$ cat src/rtl/rgbac_pkg.sv
// Shared types and constants for the RGB555 alpha pixel compositor.
// No dependencies; used by rgbac_mode_dec and the top level.
package rgbac_pkg;

    localparam int PIXEL_W = 16;
    localparam int ALPHA_W = 8;
    localparam int LOW_W   = 7;
    localparam int CFG_W   = 8;
    localparam int INDEX_W = 2;

    // Packed blue/red word: blue at bit 0, red at bit 16.
    localparam int BR_W      = 21;
    localparam int BR_DIFF_W = BR_W + 1;
    localparam int BR_PROD_W = BR_DIFF_W + ALPHA_W + 1;
    localparam int G_W       = 10;
    localparam int G_DIFF_W  = G_W + 1;
    localparam int G_PROD_W  = G_DIFF_W + ALPHA_W + 1;

    localparam int OPAQUE_BIT   = 15;
    localparam int ALPHA_ROUND  = 128;
    localparam int ALPHA_SHIFT  = 8;
    localparam int MASK_BIT     = 7;

    typedef enum logic [1:0] {
        MODE_COPY  = 2'd0,
        MODE_KEY   = 2'd1,
        MODE_MASK  = 2'd2,
        MODE_BLEND = 2'd3
    } t_mode;

    typedef enum logic [INDEX_W-1:0] {
        REG_MODE     = 2'd0,
        REG_LOW_THR  = 2'd1,
        REG_HIGH_THR = 2'd2,
        REG_UNUSED   = 2'd3
    } t_reg_index;

    typedef struct packed {
        t_mode                mode;
        logic [LOW_W-1:0]     low_thr;
        logic [ALPHA_W-1:0]   high_thr;
    } t_cfg;

    // Outcome of the mode logic: either a blend, or a finished pixel and flag.
    typedef struct packed {
        logic                 blend;
        logic                 write;
        logic [PIXEL_W-1:0]   pixel;
    } t_decision;

endpackage

$ cat src/rtl/rgbac_mode_dec.sv
// Mode decision for the compositor: picks copy, skip or blend per pixel.
// Depends on rgbac_pkg.
module rgbac_mode_dec (
    input  rgbac_pkg::t_cfg                      i_cfg,
    input  logic [rgbac_pkg::PIXEL_W-1:0]        i_src_pixel,
    input  logic [rgbac_pkg::ALPHA_W-1:0]        i_src_alpha,
    input  logic [rgbac_pkg::PIXEL_W-1:0]        i_dst_pixel,
    output rgbac_pkg::t_decision                 o_dec
);
    import rgbac_pkg::*;

    logic [ALPHA_W-1:0] w_low;
    logic [ALPHA_W-1:0] w_blend_max;
    logic [PIXEL_W-1:0] w_opaque;

    assign w_low       = {1'b0, i_cfg.low_thr};
    assign w_blend_max = 8'hFF - w_low;
    assign w_opaque    = PIXEL_W'(1) << OPAQUE_BIT;

    always_comb begin
        o_dec.blend = 1'b0;
        o_dec.write = 1'b0;
        o_dec.pixel = i_dst_pixel;
        unique case (i_cfg.mode)
            MODE_COPY: begin
                o_dec.write = 1'b1;
                o_dec.pixel = i_src_pixel;
            end
            MODE_KEY: begin
                if (i_src_pixel[OPAQUE_BIT]) begin
                    o_dec.write = 1'b1;
                    o_dec.pixel = i_src_pixel;
                end
            end
            MODE_MASK: begin
                o_dec.write = 1'b1;
                o_dec.pixel = (i_src_alpha[MASK_BIT] ? i_src_pixel : '0) | w_opaque;
            end
            MODE_BLEND: begin
                if (i_src_alpha >= w_low) begin
                    if (i_dst_pixel[OPAQUE_BIT] && (i_src_alpha <= w_blend_max)) begin
                        o_dec.blend = 1'b1;
                        o_dec.write = 1'b1;
                    end else if (i_src_alpha >= i_cfg.high_thr) begin
                        o_dec.write = 1'b1;
                        o_dec.pixel = i_src_pixel | w_opaque;
                    end
                end
            end
            default: begin
                o_dec.write = 1'b0;
            end
        endcase
    end

endmodule

$ cat src/rtl/rgb555_alpha_pixel_compositor.sv
// Top level of the RGB555 alpha pixel compositor: config registers and a
// three-stage pixel pipeline. Depends on rgbac_pkg and rgbac_mode_dec.
//
//   Channel  | Handshake                   | Payload
//   ---------+-----------------------------+---------------------------------------
//   in       | i_in_valid / o_in_ready     | i_src_pixel, i_src_alpha, i_dst_pixel
//   out      | o_out_valid / i_out_ready   | o_out_pixel, o_write_enable
//   cfg      | i_cfg_we (no wait)          | i_cfg_index, i_cfg_data
//
// One pixel per clock while the output is not stalled; a result passes through the
// stage 1, stage 2 and stage 3 registers before it is valid at the output.
// Stage 1 decides the mode and forms the packed differences, stage 2 multiplies
// by alpha, stage 3 rounds, adds back and holds the result.
// Reset (synchronous, active low) empties the pipeline and loads mode 3,
// low threshold 8 and high threshold 128.
// Each stage holds while the one after it is full and stalled, so bubbles close up.
module rgb555_alpha_pixel_compositor (
    input  logic                               i_clk,
    input  logic                               i_rst_n,
    input  logic                               i_cfg_we,
    input  logic [rgbac_pkg::INDEX_W-1:0]      i_cfg_index,
    input  logic [rgbac_pkg::CFG_W-1:0]        i_cfg_data,
    input  logic                               i_in_valid,
    output logic                               o_in_ready,
    input  logic [rgbac_pkg::PIXEL_W-1:0]      i_src_pixel,
    input  logic [rgbac_pkg::ALPHA_W-1:0]      i_src_alpha,
    input  logic [rgbac_pkg::PIXEL_W-1:0]      i_dst_pixel,
    output logic                               o_out_valid,
    input  logic                               i_out_ready,
    output logic [rgbac_pkg::PIXEL_W-1:0]      o_out_pixel,
    output logic                               o_write_enable
);
    import rgbac_pkg::*;

    t_cfg r_cfg;

    logic w_rdy1, w_rdy2, w_rdy3;
    logic r_v1, r_v2, r_v3;

    t_decision w_dec;
    logic [BR_W-1:0] w_sbr, w_dbr;

    // Stage 1 registers.
    t_decision                  r1_dec;
    logic [ALPHA_W-1:0]         r1_alpha;
    logic signed [BR_DIFF_W-1:0] r1_diff_br;
    logic signed [G_DIFF_W-1:0]  r1_diff_g;
    logic [PIXEL_W-2:0]         r1_dst;

    // Stage 2 registers.
    t_decision                  r2_dec;
    logic signed [BR_PROD_W-1:0] r2_prod_br;
    logic signed [G_PROD_W-1:0]  r2_prod_g;
    logic [PIXEL_W-2:0]         r2_dst;

    // Stage 3 registers.
    logic [PIXEL_W-1:0]         r_out_pixel;
    logic                       r_write_enable;

    logic signed [31:0] w_br, w_g;
    logic [PIXEL_W-1:0] w_blend_px;

    // Configuration writes.
    always_ff @(posedge i_clk) begin
        if (!i_rst_n) begin
            r_cfg.mode     <= MODE_BLEND;
            r_cfg.low_thr  <= LOW_W'(8);
            r_cfg.high_thr <= ALPHA_W'(128);
        end else if (i_cfg_we) begin
            unique case (t_reg_index'(i_cfg_index))
                REG_MODE:     r_cfg.mode     <= t_mode'(i_cfg_data[1:0]);
                REG_LOW_THR:  r_cfg.low_thr  <= i_cfg_data[LOW_W-1:0];
                REG_HIGH_THR: r_cfg.high_thr <= i_cfg_data;
                default:      r_cfg          <= r_cfg;
            endcase
        end
    end

    assign w_rdy3     = !r_v3 || i_out_ready;
    assign w_rdy2     = !r_v2 || w_rdy3;
    assign w_rdy1     = !r_v1 || w_rdy2;
    assign o_in_ready = w_rdy1;

    always_ff @(posedge i_clk) begin
        if (!i_rst_n) begin
            r_v1 <= 1'b0;
            r_v2 <= 1'b0;
            r_v3 <= 1'b0;
        end else begin
            if (w_rdy1) r_v1 <= i_in_valid;
            if (w_rdy2) r_v2 <= r_v1;
            if (w_rdy3) r_v3 <= r_v2;
        end
    end

    rgbac_mode_dec u_mode_dec (
        .i_cfg       (r_cfg),
        .i_src_pixel (i_src_pixel),
        .i_src_alpha (i_src_alpha),
        .i_dst_pixel (i_dst_pixel),
        .o_dec       (w_dec)
    );

    assign w_sbr = {i_src_pixel[14:10], 11'd0, i_src_pixel[4:0]};
    assign w_dbr = {i_dst_pixel[14:10], 11'd0, i_dst_pixel[4:0]};

    always_ff @(posedge i_clk) begin
        if (i_in_valid && w_rdy1) begin
            r1_dec     <= w_dec;
            r1_alpha   <= i_src_alpha;
            r1_diff_br <= $signed({1'b0, w_sbr}) - $signed({1'b0, w_dbr});
            r1_diff_g  <= $signed({1'b0, i_src_pixel[9:0] & 10'h3E0})
                        - $signed({1'b0, i_dst_pixel[9:0] & 10'h3E0});
            r1_dst     <= i_dst_pixel[PIXEL_W-2:0];
        end
    end

    always_ff @(posedge i_clk) begin
        if (r_v1 && w_rdy2) begin
            r2_dec     <= r1_dec;
            r2_prod_br <= r1_diff_br * $signed({1'b0, r1_alpha});
            r2_prod_g  <= r1_diff_g * $signed({1'b0, r1_alpha});
            r2_dst     <= r1_dst;
        end
    end

    // Borrows from the rounded blue term may cross into the red field, as in
    // the packed reference arithmetic, so the add-back is done on the whole word.
    always_comb begin
        w_br = $signed({11'd0, r2_dst[14:10], 11'd0, r2_dst[4:0]})
             + ((32'(r2_prod_br) + 32'sd128) >>> ALPHA_SHIFT);
        w_g  = $signed({22'd0, r2_dst[9:5], 5'd0})
             + ((32'(r2_prod_g) + 32'sd128) >>> ALPHA_SHIFT);
        w_blend_px = {1'b1, w_br[20:16], w_g[9:5], w_br[4:0]};
    end

    always_ff @(posedge i_clk) begin
        if (r_v2 && w_rdy3) begin
            r_out_pixel    <= r2_dec.blend ? w_blend_px : r2_dec.pixel;
            r_write_enable <= r2_dec.write;
        end
    end

    assign o_out_valid    = r_v3;
    assign o_out_pixel    = r_out_pixel;
    assign o_write_enable = r_write_enable;

endmodule

$ cat config.mk
export PLATFORM = sky130hd
export DESIGN_NAME = rgb555_alpha_pixel_compositor
export DESIGN_NICKNAME = d
export VERILOG_FILES = /design/src/rtl/rgbac_pkg.sv /design/src/rtl/rgbac_mode_dec.sv /design/src/rtl/rgb555_alpha_pixel_compositor.sv
export SDC_FILE = /design/constraint.sdc
export NUM_CORES = 1
export LEC_CHECK = 0
export ABC_CLOCK_PERIOD_IN_PS = 15000
export BUFFER_PORTS_ARGS = -buffer_cell sky130_fd_sc_hd__buf_2
export CAP_MARGIN = 20
export CORE_MARGIN = 3
export CORE_UTILIZATION = 68
export DETAILED_ROUTE_END_ITERATION = 6
export HOLD_SLACK_MARGIN = 0.12
export PLACE_DENSITY = 0.95
export SYNTH_ARGS = -nofsm -noshare
export SYNTH_HDL_FRONTEND = slang
export SYNTH_SLANG_ARGS = --single-unit
$ cat constraint.sdc
create_clock -name i_clk -period 15 [get_ports i_clk]
set_input_delay 3 -clock i_clk [delete_from_list [all_inputs] [get_ports i_clk]]
set_output_delay 3 -clock i_clk [all_outputs]
set_load 0.01 [all_outputs]
==> metrics.yaml <==
root_buffer: "clkbuf_16"
ir_worst_vdd_mv: 0.155
power_frac_clock_pct: 11.5
syn_nets: 1789
slew_viol_final: 0
numCtsBuffers: 17
clk_latency_ns: 0.45
fmax_mhz: 144
period_needed_ns: 6.94
yosys_warnings: 0
crit_top_cell: "buf_2"
cts.sinks: 165
num_rows: 54
fin_nets: 1848
grt_overflow: 0
startpoint: "i_out_ready"
cts-resized-gates: 0
start_kind: "primary input"
start_util_pct: 69.5
seq_power_share_pct: 20.0
p_comb_share_pct: 68.5
worst_ep_arrival_time_ns: 3.94
internal_power_mw: 2.08
max-cap-violations: 0
grt_max_degree: 67
critical-path-max-stage-delay_ns: 0.49
dieWidth_um: 156
rsz0062_at_grt: "no"
skew_ns: 0.0122
area_growth_pct: 8.30
core_area_mm2: 0.0219
crit_family: "simple AND/OR/NAND/NOR gates"
avgSynthCellArea_um2: 10.5
criticalPathCategory: "in2out"
worstSetupEndpointType: "primary output"
place_congestion: 0.961
final-setup-viol-count: 0
ant_nets: 0
postCtsHoldBufs: 0
drc: 0
reg2reg_setup_slack_ns: 9.17
slew_headroom_pct: 37.4
vias_per_cell: 6.18
track_usage_pct: 30.3
switching_share_pct: 47.8
cts.htree.levels: 4
min-delay-start: "r1_dst[13]$_DFFE_PP_"
crit_slowest_cell: "nor2b_1"
wl_per_cell_um: 20.1
async_reset_ff_share_pct: 0
leakagePower_nw: 7.52
wirelength_um: 36200
syn-cell-area_mm2: 0.0152
grt_pass1_wl_um: 57700
detail_route.iter0.violations: 1050
whs_ns: 0.415
via_count: 11100
fillers: 1213
synth_cells: 1451
grt_antenna_before_repair: 1
dr.pass1.iters: 7
io_buffer_count: 73
rr_startpoint: "r1_alpha[1]$_DFFE_PP_"
antenna_cells: 0
hpwlAfterDp_um: 26600
crit_buf_inv: 2
powerDensity_mw_per_mm2: 242
ys_seq_area_share_pct: 31.2
status: "finished, final reports clean"
crit_chain: "buf_2 > nor2b_1 > nand3_1 > buf_2"
hp-class: "reg2reg"
synth_seq_cells: 165
ys_types: 72
cts_tree: "yes"
tightest_slew_ns: 0.940
hold_violations: 0
fin_crit_sh_pct: 46.3
clk_pin_slew_ns: 0.07
post-cts-setup-buffer-count: 0
cp.required_ns: 12.00
ys.flop_type: "edfxtp_1"
num_io_pins: 74
p_sw_mw: 1.91
tns_ns: 0
grt_pass1_vias: 11600
clock_path_buffers: 2
drive_gt1_share_pct: 9.39
path_max_fanout: 6
die_h_um: 156
die-area_mm2: 0.0242
synth_edf_count: 145
[per-layer routing]
layer	vias up	track usage (%)	share of wire [%]
met4	0	17.8	6.3
met3	185	5.38	6.9
li1	4907	-	-
met5	-	0	0
met2	635	52.8	51
met1	5417	35.1	36
[power by group through the flow]
stage | logic (mW) | registers (mW) | clock network (mW)
floorplan | 1.95 | 0.769 | 0
global placement | 2.43 | 0.795 | 0
detailed placement | 2.62 | 0.802 | 0
CTS | 2.68 | 0.795 | 0.460
global route | 2.99 | 0.804 | 0.475
finish | 2.73 | 0.797 | 0.460
[cell usage after synthesis, types with 3 or more instances]
library cell / instances / area, um^2
nand2_1: 93 / 349
a211oi_1: 5 / 37.5
nand3b_1: 7 / 52.6
o41ai_1: 3 / 26.3
nor2b_1: 23 / 144
o21ai_0: 38 / 190
o31a_1: 3 / 26.3
dfxtp_1: 20 / 400
and3_1: 4 / 25.0
nand2b_1: 9 / 56.3
o21a_1: 7 / 52.6
nand4_1: 9 / 56.3
o211ai_1: 3 / 22.5
a21boi_0: 18 / 135
nor4_1: 4 / 25.0
edfxtp_1: 145 / 4350
nor2_1: 37 / 139
o31ai_1: 15 / 113
xnor2_1: 57 / 499
fa_1: 155 / 3100
mux2_2: 11 / 124
mux2i_1: 45 / 450
nand3_1: 16 / 80.1
a21oi_1: 42 / 210
clkbuf_1: 34 / 128
inv_1: 280 / 1050
nor3_1: 13 / 65.1
a31oi_1: 4 / 25.0
a21o_1: 15 / 113
ha_1: 128 / 1600
o21bai_1: 8 / 60.1
xor2_1: 21 / 184
nor4_2: 4 / 50.1
o22ai_1: 16 / 100
and2_1: 110 / 688
[cell usage in the layout, fill, tap and decap left out, types with 37 or more instances in the layout]
cell type / n
nand2_1: 93
a21oi_1: 42
and2_1: 110
o21ai_0: 38
xnor2_1: 57
mux2i_1: 45
edfxtp_1: 145
fa_1: 155
ha_1: 128
buf_2: 73
nor2_1: 37
inv_1: 280
[state kept, by name (all words and copies together) (netlist names), 15 cells and up]
name	count
r1_dst	15
r2_prod_br	22
o_out_pixel	16
r_cfg	17
r2_dec	18
r2_dst	15
r1_diff_br	15
r1_dec	18
[cell families after synthesis]
| logic type | share of synthesized area, % |
|---|---|
| buffers and inverters | 7.97 |
| AO/OA/AOI/OAI | 9.21 |
| XOR/XNOR | 4.49 |
| AND/OR/NAND/NOR | 12.3 |
| flip-flops | 31.2 |
| adder cells (fa/ha/maj) | 31.0 |
| multiplexers | 3.87 |
[final cells by class]
cell class / count / area, um^2 / share of cell area (%)
timing repair buffer: 79 / 438 / 2.66
sequential: 165 / 4750 / 28.8
multi-input combinational: 967 / 9280 / 56.3
tap: 280 / 350 / 2.12
clock inverter: 14 / 183 / 1.11
clock buffer: 18 / 429 / 2.60
inverter: 280 / 1050 / 6.37
[through the flow]
stage          total power [mW]  area, um^2  worst slack (ns)  utilization (%)  instances
6_report                   3.99       16500              8.06             75.3       1803
2_1_floorplan              2.72       15200              6.51                -       1451
3_5_place_dp               3.43       15800              8.07             72.4       1770
5_1_grt                    4.27       16500              7.95             75.3       1803
4_1_cts                    3.94       16500              8.06             75.2       1802
3_3_place_gp               3.22       15800              8.12             72.3       1769
[final timing paths]
path                              endpoint  cells past startpoint
hold / removal        r2_dst[13]$_DFFE_PP_                      0
setup reg to reg  r2_prod_br[27]$_DFFE_PP_                     16
hold reg to reg       r2_dst[13]$_DFFE_PP_                      0
setup / recovery                o_in_ready                      4
Note: power is estimated with default switching activity, not from simulation.
